`config.mk`:
```
export PLATFORM = sky130hd
export DESIGN_NAME = tag_string_splitter
export DESIGN_NICKNAME = d
export VERILOG_FILES = /design/src/sv/tss_pkg.sv /design/src/sv/tss_ram.sv /design/src/sv/tss_ctrl.sv /design/src/sv/tss_dp.sv /design/src/sv/tag_string_splitter.sv
export SDC_FILE = /design/constraint.sdc
export NUM_CORES = 1
export LEC_CHECK = 0
export BUFFER_PORTS_ARGS = -buffer_cell sky130_fd_sc_hd__buf_2
export CAP_MARGIN = 30
export CORE_ASPECT_RATIO = 1.4
export CORE_MARGIN = 1
export CORE_UTILIZATION = 37
export CTS_CLUSTER_SIZE = 25
export DETAILED_ROUTE_END_ITERATION = 10
export GPL_ROUTABILITY_DRIVEN = 0
export GPL_TIMING_DRIVEN = 0
export PLACE_DENSITY = 0.52
export SLEW_MARGIN = 15
export SYNTH_ARGS = -nofsm -noshare
export SYNTH_HDL_FRONTEND = slang
export SYNTH_SLANG_ARGS = --single-unit
```
`constraint.sdc`:
```
create_clock -name i_clk -period 8.2 [get_ports i_clk]
set_input_delay 0.41 -clock i_clk [delete_from_list [all_inputs] [get_ports i_clk]]
set_output_delay 0.41 -clock i_clk [all_outputs]
set_load 0.01 [all_outputs]
```
`src/sv/tss_pkg.sv`:
```
package tss_pkg;

    localparam int KEY_MAX = 32;
    localparam int KA_W    = (KEY_MAX > 1) ? $clog2(KEY_MAX) : 1;
    localparam int KL_W    = $clog2(KEY_MAX + 1);

    localparam logic [7:0] CH_E    = 8'h65;
    localparam logic [7:0] CH_S    = 8'h73;
    localparam logic [7:0] CH_BSL  = 8'h5C;
    localparam logic [7:0] CH_SEMI = 8'h3B;
    localparam logic [7:0] CH_EQ   = 8'h3D;

    localparam logic [2:0] K_KEY  = 3'd0;
    localparam logic [2:0] K_VAL  = 3'd1;
    localparam logic [2:0] K_PAIR = 3'd2;
    localparam logic [2:0] K_ERR  = 3'd3;
    localparam logic [2:0] K_END  = 3'd4;

    // Result slots of one input byte, in the order they are sent.
    localparam logic [2:0] SL_KEYS = 3'd0;
    localparam logic [2:0] SL_VA   = 3'd1;
    localparam logic [2:0] SL_VB   = 3'd2;
    localparam logic [2:0] SL_CL1  = 3'd3;
    localparam logic [2:0] SL_CL2  = 3'd4;
    localparam logic [2:0] SL_END  = 3'd5;
    localparam logic [2:0] SL_NONE = 3'd6;
    localparam int         NSLOT   = 6;

    typedef struct packed {
        logic       accept;
        logic       emit;
        logic [2:0] slot;
        logic       last;
    } t_cmd;

    typedef struct packed {
        logic [NSLOT-1:0] plan;
        logic             key_last;
        logic             out_free;
    } t_stat;

    function automatic logic is_special(input logic [7:0] c);
        return (c == CH_E) || (c == CH_S) || (c == CH_BSL);
    endfunction

    function automatic logic [7:0] unesc_map(input logic [7:0] c);
        logic [7:0] r;
        r = CH_BSL;
        if (c == CH_E) begin
            r = CH_EQ;
        end else if (c == CH_S) begin
            r = CH_SEMI;
        end
        return r;
    endfunction

    function automatic logic [2:0] first_from(input logic [NSLOT-1:0] plan,
                                              input logic [2:0] start);
        logic [2:0] r;
        logic       found;
        r = SL_NONE;
        found = 1'b0;
        for (int i = 0; i < NSLOT; i++) begin
            if (!found && (3'(i) >= start) && plan[i]) begin
                r = 3'(i);
                found = 1'b1;
            end
        end
        return r;
    endfunction

endpackage

```
`src/sv/tss_ram.sv`:
```
module tss_ram #(
    parameter int DATA_W = 8,
    parameter int DEPTH  = 32
) (
    input  logic                                       i_clk,
    input  logic                                       i_we,
    input  logic [((DEPTH > 1) ? $clog2(DEPTH) : 1)-1:0] i_waddr,
    input  logic [DATA_W-1:0]                          i_wdata,
    input  logic [((DEPTH > 1) ? $clog2(DEPTH) : 1)-1:0] i_raddr,
    output logic [DATA_W-1:0]                          o_rdata
);

    logic [DATA_W-1:0] r_mem [DEPTH];
    logic [DATA_W-1:0] r_rdata;

    always_ff @(posedge i_clk) begin
        if (i_we) begin
            r_mem[i_waddr] <= i_wdata;
        end
        r_rdata <= r_mem[i_raddr];
    end

    assign o_rdata = r_rdata;

endmodule

```
`src/sv/tss_ctrl.sv`:
```
module tss_ctrl (
    input  logic          i_clk,
    input  logic          i_rst_n,
    input  logic          i_s_tvalid,
    output logic          o_s_tready,
    input  tss_pkg::t_stat i_stat,
    output tss_pkg::t_cmd  o_cmd
);

    localparam logic [2:0] ST_IDLE = tss_pkg::SL_NONE;
    localparam logic [2:0] ST_DISP = 3'd7;

    logic [2:0] r_state;
    logic [2:0] n_state;
    logic [2:0] nxt_slot;
    logic       ready;

    assign ready = (r_state == ST_IDLE);
    assign o_s_tready = ready;
    assign nxt_slot = tss_pkg::first_from(i_stat.plan, r_state + 3'd1);

    always_comb begin
        n_state = r_state;
        o_cmd.accept = ready && i_s_tvalid;
        o_cmd.emit = 1'b0;
        o_cmd.slot = r_state;
        o_cmd.last = 1'b0;
        case (r_state)
            ST_IDLE: begin
                if (i_s_tvalid) begin
                    n_state = ST_DISP;
                end
            end
            ST_DISP: begin
                n_state = tss_pkg::first_from(i_stat.plan, tss_pkg::SL_KEYS);
            end
            default: begin
                if (i_stat.out_free) begin
                    o_cmd.emit = 1'b1;
                    if ((r_state == tss_pkg::SL_KEYS) && !i_stat.key_last) begin
                        n_state = r_state;
                    end else begin
                        n_state = nxt_slot;
                        o_cmd.last = (nxt_slot == tss_pkg::SL_NONE);
                    end
                end
            end
        endcase
    end

    always_ff @(posedge i_clk) begin
        if (!i_rst_n) begin
            r_state <= ST_IDLE;
        end else begin
            r_state <= n_state;
        end
    end

endmodule

```
`src/sv/tss_dp.sv`:
```
module tss_dp (
    input  logic          i_clk,
    input  logic          i_rst_n,
    input  logic [7:0]    i_in_byte,
    input  logic          i_in_eos,
    input  tss_pkg::t_cmd  i_cmd,
    output tss_pkg::t_stat o_stat,
    output logic          o_m_tvalid,
    input  logic          i_m_tready,
    output logic [2:0]    o_m_kind,
    output logic [7:0]    o_m_byte,
    output logic          o_m_last
);

    localparam logic [2:0] PH_KEY     = 3'd0;
    localparam logic [2:0] PH_VSTART  = 3'd1;
    localparam logic [2:0] PH_VALUE   = 3'd2;
    localparam logic [2:0] PH_SKIP    = 3'd3;
    localparam logic [2:0] PH_DISCARD = 3'd4;

    localparam int KA_W = tss_pkg::KA_W;
    localparam int KL_W = tss_pkg::KL_W;

    logic [2:0]      r_ph, n_ph;
    logic            r_esc, n_esc;
    logic [KL_W-1:0] r_klen, n_klen;
    logic            r_kovf, n_kovf;
    logic            r_kbad, n_kbad;

    logic [tss_pkg::NSLOT-1:0] r_plan, p_plan;
    logic [7:0]      r_va, p_va;
    logic [7:0]      r_vb, p_vb;
    logic            r_cl1_err, p_cl1_err;
    logic            r_cl2_err, p_cl2_err;
    logic [KL_W-1:0] r_kcnt;
    logic [KL_W-1:0] r_kidx, n_kidx;

    logic            r_ovalid;
    logic [2:0]      r_okind;
    logic [7:0]      r_obyte;
    logic            r_olast;

    logic            we;
    logic [KA_W-1:0] waddr;
    logic [7:0]      wdata;
    logic [7:0]      rdata;
    logic [7:0]      c;
    logic            klen_ok;
    logic            klen_ok2;
    logic            do_val;
    logic            do_clear;
    logic            esc_in;
    logic            out_free;
    logic [2:0]      e_kind;
    logic [7:0]      e_byte;

    assign c = i_in_byte;
    assign klen_ok = r_klen < KL_W'(tss_pkg::KEY_MAX);
    assign klen_ok2 = ({1'b0, r_klen} + (KL_W + 1)'(1)) < (KL_W + 1)'(tss_pkg::KEY_MAX);

    always_comb begin
        n_ph = r_ph;
        n_esc = r_esc;
        n_klen = r_klen;
        n_kovf = r_kovf;
        n_kbad = r_kbad;
        p_plan = '0;
        p_va = 8'h00;
        p_vb = 8'h00;
        p_cl1_err = 1'b0;
        p_cl2_err = 1'b0;
        we = 1'b0;
        waddr = r_klen[KA_W-1:0];
        wdata = c;
        do_val = 1'b0;
        do_clear = 1'b0;
        esc_in = 1'b0;
        case (r_ph)
            PH_KEY: begin
                if (c == tss_pkg::CH_SEMI) begin
                    do_clear = 1'b1;
                end else if (c == tss_pkg::CH_EQ) begin
                    n_kbad = r_esc;
                    n_esc = 1'b0;
                    n_ph = PH_VSTART;
                end else if (r_esc) begin
                    n_esc = 1'b0;
                    if (!klen_ok) begin
                        n_kovf = 1'b1;
                    end else if (tss_pkg::is_special(c)) begin
                        we = 1'b1;
                        wdata = tss_pkg::unesc_map(c);
                        n_klen = r_klen + KL_W'(1);
                    end else if (klen_ok2) begin
                        // The backslash already sits at the current length.
                        we = 1'b1;
                        waddr = KA_W'(r_klen + KL_W'(1));
                        n_klen = r_klen + KL_W'(2);
                    end else begin
                        n_klen = r_klen + KL_W'(1);
                        n_kovf = 1'b1;
                    end
                end else if (c == tss_pkg::CH_BSL) begin
                    n_esc = 1'b1;
                    we = klen_ok;
                end else if (klen_ok) begin
                    we = 1'b1;
                    n_klen = r_klen + KL_W'(1);
                end else begin
                    n_kovf = 1'b1;
                end
            end
            PH_VSTART: begin
                if (c == tss_pkg::CH_SEMI) begin
                    do_clear = 1'b1;
                end else if (c == tss_pkg::CH_EQ) begin
                    n_ph = PH_SKIP;
                end else if (r_kovf || r_kbad) begin
                    p_plan[tss_pkg::SL_CL1] = 1'b1;
                    p_cl1_err = 1'b1;
                    n_ph = PH_DISCARD;
                end else if (r_klen == '0) begin
                    n_ph = PH_SKIP;
                end else begin
                    p_plan[tss_pkg::SL_KEYS] = 1'b1;
                    n_ph = PH_VALUE;
                    do_val = 1'b1;
                end
            end
            PH_VALUE: begin
                if ((c == tss_pkg::CH_SEMI) || (c == tss_pkg::CH_EQ)) begin
                    p_plan[tss_pkg::SL_CL1] = 1'b1;
                    if (r_esc) begin
                        p_cl1_err = 1'b1;
                        n_esc = 1'b0;
                        n_ph = PH_DISCARD;
                    end else if (c == tss_pkg::CH_SEMI) begin
                        do_clear = 1'b1;
                    end else begin
                        n_ph = PH_SKIP;
                    end
                end else begin
                    do_val = 1'b1;
                    esc_in = r_esc;
                end
            end
            PH_SKIP: begin
                if (c == tss_pkg::CH_SEMI) begin
                    do_clear = 1'b1;
                end
            end
            default: begin
            end
        endcase

        if (do_val) begin
            n_esc = 1'b0;
            if (esc_in) begin
                p_plan[tss_pkg::SL_VA] = 1'b1;
                if (tss_pkg::is_special(c)) begin
                    p_va = tss_pkg::unesc_map(c);
                end else begin
                    p_va = tss_pkg::CH_BSL;
                    p_vb = c;
                    p_plan[tss_pkg::SL_VB] = 1'b1;
                end
            end else if (c == tss_pkg::CH_BSL) begin
                n_esc = 1'b1;
            end else begin
                p_plan[tss_pkg::SL_VA] = 1'b1;
                p_va = c;
            end
        end

        if (do_clear || i_in_eos) begin
            if (i_in_eos) begin
                p_plan[tss_pkg::SL_END] = 1'b1;
                if (!do_clear && (n_ph == PH_VALUE)) begin
                    p_plan[tss_pkg::SL_CL2] = 1'b1;
                    p_cl2_err = n_esc;
                end
            end
            n_ph = PH_KEY;
            n_esc = 1'b0;
            n_klen = '0;
            n_kovf = 1'b0;
            n_kbad = 1'b0;
        end
    end

    always_comb begin
        n_kidx = r_kidx;
        if (i_cmd.accept) begin
            n_kidx = '0;
        end else if (i_cmd.emit && (i_cmd.slot == tss_pkg::SL_KEYS)) begin
            n_kidx = r_kidx + KL_W'(1);
        end
    end

    tss_ram #(
        .DATA_W(8),
        .DEPTH (tss_pkg::KEY_MAX)
    ) u_key_ram (
        .i_clk  (i_clk),
        .i_we   (we && i_cmd.accept),
        .i_waddr(waddr),
        .i_wdata(wdata),
        .i_raddr(n_kidx[KA_W-1:0]),
        .o_rdata(rdata)
    );

    always_comb begin
        e_kind = tss_pkg::K_END;
        e_byte = 8'h00;
        case (i_cmd.slot)
            tss_pkg::SL_KEYS: begin
                e_kind = tss_pkg::K_KEY;
                e_byte = rdata;
            end
            tss_pkg::SL_VA: begin
                e_kind = tss_pkg::K_VAL;
                e_byte = r_va;
            end
            tss_pkg::SL_VB: begin
                e_kind = tss_pkg::K_VAL;
                e_byte = r_vb;
            end
            tss_pkg::SL_CL1: begin
                e_kind = r_cl1_err ? tss_pkg::K_ERR : tss_pkg::K_PAIR;
            end
            tss_pkg::SL_CL2: begin
                e_kind = r_cl2_err ? tss_pkg::K_ERR : tss_pkg::K_PAIR;
            end
            default: begin
                e_kind = tss_pkg::K_END;
            end
        endcase
    end

    always_ff @(posedge i_clk) begin
        if (!i_rst_n) begin
            r_ph <= PH_KEY;
            r_esc <= 1'b0;
            r_klen <= '0;
            r_kovf <= 1'b0;
            r_kbad <= 1'b0;
            r_plan <= '0;
            r_kidx <= '0;
            r_ovalid <= 1'b0;
        end else begin
            if (i_cmd.accept) begin
                r_ph <= n_ph;
                r_esc <= n_esc;
                r_klen <= n_klen;
                r_kovf <= n_kovf;
                r_kbad <= n_kbad;
                r_plan <= p_plan;
            end
            r_kidx <= n_kidx;
            if (i_cmd.emit) begin
                r_ovalid <= 1'b1;
            end else if (i_m_tready) begin
                r_ovalid <= 1'b0;
            end
        end
    end

    always_ff @(posedge i_clk) begin
        if (i_cmd.accept) begin
            r_va <= p_va;
            r_vb <= p_vb;
            r_cl1_err <= p_cl1_err;
            r_cl2_err <= p_cl2_err;
            r_kcnt <= r_klen;
        end
        if (i_cmd.emit) begin
            r_okind <= e_kind;
            r_obyte <= e_byte;
            r_olast <= i_cmd.last;
        end
    end

    assign out_free = !r_ovalid || i_m_tready;

    assign o_stat.plan = r_plan;
    assign o_stat.key_last = ((r_kidx + KL_W'(1)) == r_kcnt);
    assign o_stat.out_free = out_free;

    assign o_m_tvalid = r_ovalid;
    assign o_m_kind = r_okind;
    assign o_m_byte = r_obyte;
    assign o_m_last = r_olast;

endmodule

```
`src/sv/tag_string_splitter.sv`:
```
// Tag string splitter.
// The input stream carries one raw byte of a tag string per transfer in
// s_axis_tdata, with s_axis_tlast on the final byte of the string.
// The output stream carries one result per transfer: the kind in
// m_axis_tuser, the unescaped byte in m_axis_tdata (zero for pair end,
// error and string end), and m_axis_tlast on the last result of an input.
// One input byte is handled at a time. After a transfer in, a dispatch
// state follows, then one result leaves per cycle while the receiver keeps
// up. The first value byte of a pair flushes the buffered key, up to
// KEY_MAX bytes, from a key memory with separate read and write ports,
// one byte per cycle while the receiver keeps up.
// When the receiver stalls, the result stays in the output register and
// the block waits; input is taken again once the last result of the byte
// has entered the output register.
// Reset clears the parser state and the output valid flag; the key memory
// is not cleared, since only entries below the stored key length are read.
module tag_string_splitter (
    input  logic       i_clk,
    input  logic       i_rst_n,
    input  logic       s_axis_tvalid,
    output logic       s_axis_tready,
    input  logic [7:0] s_axis_tdata,  // [7:0] in_byte
    input  logic       s_axis_tlast,
    output logic       m_axis_tvalid,
    input  logic       m_axis_tready,
    output logic [7:0] m_axis_tdata,  // [7:0] out_byte
    output logic [2:0] m_axis_tuser,  // [2:0] kind
    output logic       m_axis_tlast
);

    tss_pkg::t_cmd  cmd;
    tss_pkg::t_stat stat;

    tss_ctrl u_ctrl (
        .i_clk     (i_clk),
        .i_rst_n   (i_rst_n),
        .i_s_tvalid(s_axis_tvalid),
        .o_s_tready(s_axis_tready),
        .i_stat    (stat),
        .o_cmd     (cmd)
    );

    tss_dp u_dp (
        .i_clk     (i_clk),
        .i_rst_n   (i_rst_n),
        .i_in_byte (s_axis_tdata),
        .i_in_eos  (s_axis_tlast),
        .i_cmd     (cmd),
        .o_stat    (stat),
        .o_m_tvalid(m_axis_tvalid),
        .i_m_tready(m_axis_tready),
        .o_m_kind  (m_axis_tuser),
        .o_m_byte  (m_axis_tdata),
        .o_m_last  (m_axis_tlast)
    );

endmodule

```
# == Word-level counts from Yosys, hierarchy flattened ==
# Memory sizes are Yosys's and may differ from the RTL's. A register that Yosys moved wholly into a read port is not among the register bits.
# Index checks and enable logic that the tools add are counted.
# Widths: inputs -> output; s select.
# totals
regBits,64
memories,1
ramBits,256
in_bits,13
# op_classes
n_bitwise,4
n_mux,142
magnitude_cmp,8
eq_ne,25
reduce_logical,59
n_addsub,5
# memory_table
name,words,width,rd,rd_clocked_by_memory_dff,write_ports,line_no,text
u_dp.u_key_ram.r_mem,32,8,1,1,1,tss_ram.sv:13,logic [DATA_W-1:0] r_mem [DEPTH];
# op_table
operator,n
$mux 1,76
$mux 3,24
$mux 8,8
$mux 6,10
$mux 5,9
$eq 8x7->1 const B,3
$pmux 8 s3,1
$logic_and 1x1->1,21
$mux 7,3
$eq 8x6->1 const B,2
$eq 3x2->1 const B,5
$logic_not 1->1,13
$add 6x1->6 const B,2
$eq 3x3->1 const B,4
$pmux 3 s4,1
$pmux 1 s2,5
$ne 3x2->1 const B,3
$pmux 3 s3,1
$reduce_and 8->1,1
$reduce_bool 2->1,4
$add 6x1->7 const B,1
$lt 7x6->1 const B,1
$add 6x2->6 const B,1
$eq 3x1->1 const B,2
other kinds (21),42

# == Depth between registers and ports, before layout ==
# depth
ltp_word,27
ltp_mapped,13

# == Modules after synthesis ==
# From an unflattened synthesis, not the netlist that was laid out.
# hier_totals
cells_unflattened,867
area_unflattened_um2,14057.2
# by_module_without_submodules
module,seq_area_each_um2,area_per_inst_um2,n_inst,cells_per_inst
tss_ram,7847.5,10053.4,1,417
tss_dp,1581.5,3464.6,1,380
tss_ctrl,60.1,539.3,1,70

# == Worst setup path after synthesis ==
# No wires, ideal clock.
# synth_path
kind,reg2reg
startpoint,register u_dp.r_klen[1]
endpoint,memory u_dp.u_key_ram.r_mem[12][0] (enable)
path_buffers,3
arrival_time_ns,2.538
stages_incl_launch_ff,11
synth_period_minus_slack_ns,2.909
path_slack_ns,5.291
required_time_ns,7.830
cell_sequence,dfxtp_1 ha_1 buf_1 a21boi_0 mux2i_1 clkbuf_1 or2_0 buf_6 a311oi_1 or2_2 nor2_1
# synth_between
elab_chain_cells,12
# synth_lines
element,line_no,text
"start, declared",tss_dp.sv:26,"logic [KL_W-1:0] r_klen, n_klen;"
"start signal, assigned",tss_dp.sv:254,r_klen <= n_klen;
$add 6x1->7,tss_dp.sv:59,"assign klen_ok2 = ({1'b0, r_klen} + (KL_W + 1)'(1)) < (KL_W + 1)'(tss_pkg::KEY_MAX);"
$lt 7x6->1,tss_dp.sv:59,
$mux 1,tss_dp.sv:94,end else if (klen_ok2) begin
$mux 1,tss_dp.sv:90,end else if (tss_pkg::is_special(c)) begin
$mux 1,tss_dp.sv:88,if (!klen_ok) begin
$mux 1,tss_dp.sv:86,end else if (r_esc) begin
$mux 1,tss_dp.sv:82,end else if (c == tss_pkg::CH_EQ) begin
$mux 1,tss_dp.sv:80,if (c == tss_pkg::CH_SEMI) begin
$mux 1,tss_dp.sv:78,case (r_ph)
$logic_and 1x1->1,tss_dp.sv:205,".i_we (we && i_cmd.accept),"
$mux 1,tss_ram.sv:17,if (i_we) begin
$mux 1 (not written as such),tss_ram.sv:18,r_mem[i_waddr] <= i_wdata;
"end, declared",tss_ram.sv:13,
# Parallel ways exist; a longest one is shown, timed or not.

# == Final worst setup path ==
# layout_path
startpoint,register u_ctrl.r_state[0]
endpoint,"register u_dp.u_key_ram.r_rdata[0] (netlist: u_dp.u_key_ram.o_rdata[0]), read port of u_dp.u_key_ram.r_mem"
# layout_between
elab_chain_cells,6
# layout_lines
element,line_no,text
"start, declared",tss_ctrl.sv:13,logic [2:0] r_state;
"start signal, assigned",tss_ctrl.sv:55,r_state <= n_state;
"$eq 3x3->1, on equally long branches","tss_ctrl.sv:28, tss_ctrl.sv:18",
$reduce_or 2->1 (no source line),--,
$mux 1,tss_ctrl.sv:28,case (r_state)
$logic_and 1x1->1,tss_dp.sv:195,end else if (i_cmd.emit && (i_cmd.slot == tss_pkg::SL_KEYS)) begin
$mux 5,tss_dp.sv:195,
$mux 5 *,tss_dp.sv:193,if (i_cmd.accept) begin
"end, declared",tss_ram.sv:14,logic [DATA_W-1:0] r_rdata;
# Every way passes the cells marked *; elsewhere a longest branch is shown, timed or not.
# A chain may end at the register's enable or synchronous reset.

==> results by group <==
Timing
  • Unrepaired setup endpoints after global routing: no
  • Hold WS: approximately 210 ps
  • Max-slew violation count: 0
  • Fmax: around 250 MHz
  • Fin. Hold Viols: 0
  • Worst slew margin: a little over a third
  • Clk_skew: about 26 ps
  • Final WS setup: around 4100 ps
  • Least-Margin Pin Slew: between 900 and 1000 ps
  • Fin crit share: 49.6%
  • Clock period minus final worst setup slack: 4070 ps
  • Final TNS setup: 0 ps
  • Final Setup Violations: 0

CTS
  • Root Driver: clkbuf_16
  • Post_cts resized: 0
  • Clock Path Buffers: 3
  • TritonCTS Buffers: 34
  • Worst skew pair latency: between 500 and 600 ps
  • Clock tree sinks: about 330
  • Clock Pin Slew Worst Setup and Hold Paths: about 60 ps
  • CTS H-tree depth: 2
  • Postcts setup bufs: 0
  • Post-CTS Hold Fix Bufs: 0
  • TritonCTS clock tree: yes

Logic synthesis
  • Synthesis-stage register bit count: 328
  • Yosys warnings: 0
  • Post-synth top area cell: edfxtp_1
  • Mux share of post-synthesis cell area: under 10%
  • Post-Synth XOR/XNOR Area: 1.09%
  • Synth cell count leaders: 292 x edfxtp_1, 180 x nand2_1, 87 x nor2_1
  • Fraction of registers with async set/reset: 0%
  • Compound-Gate Fraction of Synth Area: around a tenth
  • Largest family of logic cells by synthesized area: simple AND/OR/NAND/NOR gates
  • Most used flip-flop cell after synthesis: edfxtp_1
  • Net Count, Synth: ~1,200
  • Simple-gate portion of the synthesized area: around 14%
  • Mapped cell area: around 0.015 sq mm
  • Most common cell in the synthesized netlist: edfxtp_1
  • Post-synth EDFFs: between 200 and 300
  • Top-area cell type share of the netlist area: about 60%
  • Sequential share of the synthesized area: about two thirds
  • Synth cell types: 82
  • Adder-Cell Fraction of Synth Area: under 10%
  • Syn Area/Cell: between 10 and 15 sq um
  • Synth area leaders: edfxtp_1 60%, mux2i_1 5.5%, dfxtp_1 5.0%, nand2_1 4.7%, a32oi_1 3.6%
  • Cell count after synthesis: roughly 1,100

Critical path
  • R2R depth: 11
  • Worst r2r src: u_ctrl.r_state[0]$_SDFFE_PN0P_
  • Reg2reg setup slack: slightly above 4000 ps
  • Arrival time worst endpoint: ~4500 ps
  • Critical Path RT: between 8000 and 9000 ps
  • Reg2reg end: u_dp.u_key_ram.o_rdata[0]$_DFF_P_
  • Critical path peak fanout: 10
  • Setup crit end kind: flop
  • CP Class: flop to flop
  • Worst setup SP type: flop

Power and ir drop
  • Lkg Pwr: approximately 5.3 nW
  • Peak VDD IR: 0.125 mV
  • P per Cell Area: 242 mW/mm^2
  • Power Total: around 0.0040 W

Global route
  • Initial antenna violation count: 0
  • Total GRT Usage: 20.2%
  • Gr ovfl total: 0
  • Global-route wire length before repair: slightly below 60,000 um
  • Vias in the first global route: roughly 9,700
  • Largest net degree at the start of global routing: 34

Drt
  • Via/cell ratio: around 5.4
  • DRT iter0 DRCs: 702
  • Post-DR wirelength/cell: roughly 23 um
  • Antenna Violating Nets Remaining: 0
  • WL final: approximately 40,000 um
  • Vias: 9,473
  • DRT Pass-1 Iters: 5
  • Drt drc: 0

Hold path
  • Hold path depth: 3
  • Hold EP: u_dp.r_plan[5]$_SDFFE_PN0P_
  • Hold Path Class: primary input to flop
  • Hold Startpoint: s_axis_tlast

Cells and area
  • Synth-to-Final Area Change: 12.4%
  • Nets: around 1,200
  • Share of layout cells above drive strength 1: 11.6%
  • # diodes: 0
  • Final std cells w/o fill: between 1,500 and 2,000
  • FILL cells: between 3,000 and 4,000

Placement
  • Buffers on Ports: 25
  • Post-Place Setup Slack: between 4000 and 5000 ps
  • Placed insts: 1,686
  • Final HPWL DP: around 28,000 um

Run
  • Max cap viols: 0

Die
  • Num rows: 85
  • Chip width: between 150 and 200 um
  • Die Y: 236 um
  • Starting Density: ~38%
  • CORE AREA: 0.0386 sq mm
  • Top-level I/O count: 27
  • Die area: 0.0400 sq mm

Outcome
  • Outcome: finished, final reports clean
[routing by layer]
| metal | GRT usage, % | routed length [um] | vias to the layer above |
|---|---|---|---|
| li1 | - | - | 4456 |
| met1 | 23.5 | 15600 | 4679 |
| met2 | 36.7 | 20700 | 252 |
| met3 | 2.45 | 1350 | 86 |
| met4 | 9.58 | 1850 | 0 |
| met5 | 0 | 0 | - |
[cell usage in the layout (no fill, tap or decap), types with 6 or more instances in the layout]
cell type / n
edfxtp_1: 292
nand2_1: 178
nor2_1: 87
mux2i_1: 80
a32oi_1: 60
buf_2: 48
clkbuf_1: 38
dfxtp_1: 36
clkbuf_16: 35
a21oi_1: 34
nand3_1: 25
o21ai_0: 24
nand4_1: 21
inv_1: 20
nor3_1: 19
nor4_1: 17
nor2b_1: 16
xnor2_1: 14
ha_1: 12
a22oi_1: 10
and3_1: 7
and2_1: 6
nor3_2: 6
clkbuf_2: 6
a31oi_1: 6
a211oi_2: 6
clkinv_1: 6
[power breakdown]
part / switching, W / total, W / internal, W
registers: 0.0000457 / 0.00201 / 0.00197
logic: 0.000378 / 0.000535 / 0.000157
clock network: 0.000614 / 0.00141 / 0.000793
[cells by family after synthesis]
group                    after synthesis
buffers and inverters                 82
AO/OA/AOI/OAI                        190
XOR/XNOR                              18
adder cells (fa/ha/maj)               12
flip-flops                           328
multiplexers                          83
AND/OR/NAND/NOR                      425
[final cells by class]
type                            instances  area [sq um]  share of cell area [%]
Inverter                               20          75.1                   0.460
Buffer                                 62           292                    1.79
Timing Repair Buffer                   26           133                   0.813
Clock buffer                           47           931                    5.70
Tap cell                              522           653                    4.00
Clock inverter                         11          58.8                   0.360
Multi-Input combinational cell        728          4690                    28.7
Sequential cell                       328          9490                    58.2
[per-stage QoR]
stage / cell area [sq um] / utilization (%)
2_1_floorplan: 14500 / -
3_3_place_gp: 15300 / 39.6
3_5_place_dp: 15300 / 39.7
4_1_cts: 16300 / 42.3
5_1_grt: 16300 / 42.3
6_report: 16300 / 42.3
[worst max-delay path by stage]
stage                                   start                                    end  slack (ps)  depth (start not counted)
2_1_floorplan     u_dp.r_klen[1]$_SDFFE_PN0P_  u_dp.u_key_ram.r_mem[12][0]$_DFFE_PP_        5290                         10
3_3_place_gp                  s_axis_tdata[2]  u_dp.u_key_ram.r_mem[16][6]$_DFFE_PP_        4100                          5
3_5_place_dp   u_ctrl.r_state[0]$_SDFFE_PN0P_      u_dp.u_key_ram.o_rdata[0]$_DFF_P_        4270                         13
4_1_cts        u_ctrl.r_state[0]$_SDFFE_PN0P_      u_dp.u_key_ram.o_rdata[0]$_DFF_P_        4230                         13
5_1_grt           u_dp.r_klen[1]$_SDFFE_PN0P_  u_dp.u_key_ram.r_mem[16][2]$_DFFE_PP_        4050                          9
6_report       u_ctrl.r_state[0]$_SDFFE_PN0P_      u_dp.u_key_ram.o_rdata[0]$_DFF_P_        4130                         11
[flip-flops by register name, indices dropped and copies added (netlist names)]
register,cells
u_dp.r_va,8
u_dp.r_plan,6
u_dp.r_klen,6
u_ctrl.r_state,3
u_dp.o_m_kind,3
u_dp.r_kovf,1
u_dp.r_cl1_err,1
u_dp.r_cl2_err,1
u_dp.r_ph,3
u_dp.r_kbad,1
u_dp.r_kcnt,6
u_dp.r_vb,8
u_dp.o_m_last,1
u_dp.r_kidx,6
u_dp.r_esc,1
u_dp.o_m_byte,8
u_dp.u_key_ram.o_rdata,8
u_dp.o_m_tvalid,1
u_dp.u_key_ram.r_mem,256
[worst max-delay path, stage by stage (launching register included)]
cell	delay [ps]
dfxtp_1	490
ha_1	270
ha_1	160
buf_2	220
or3b_1	150
buf_4	190
nor4_4	70
a211oi_1	810
a22oi_1	510
a32oi_1	340
nand4_1	350
nor2_1	350
(Power assumes the default switching activity.)
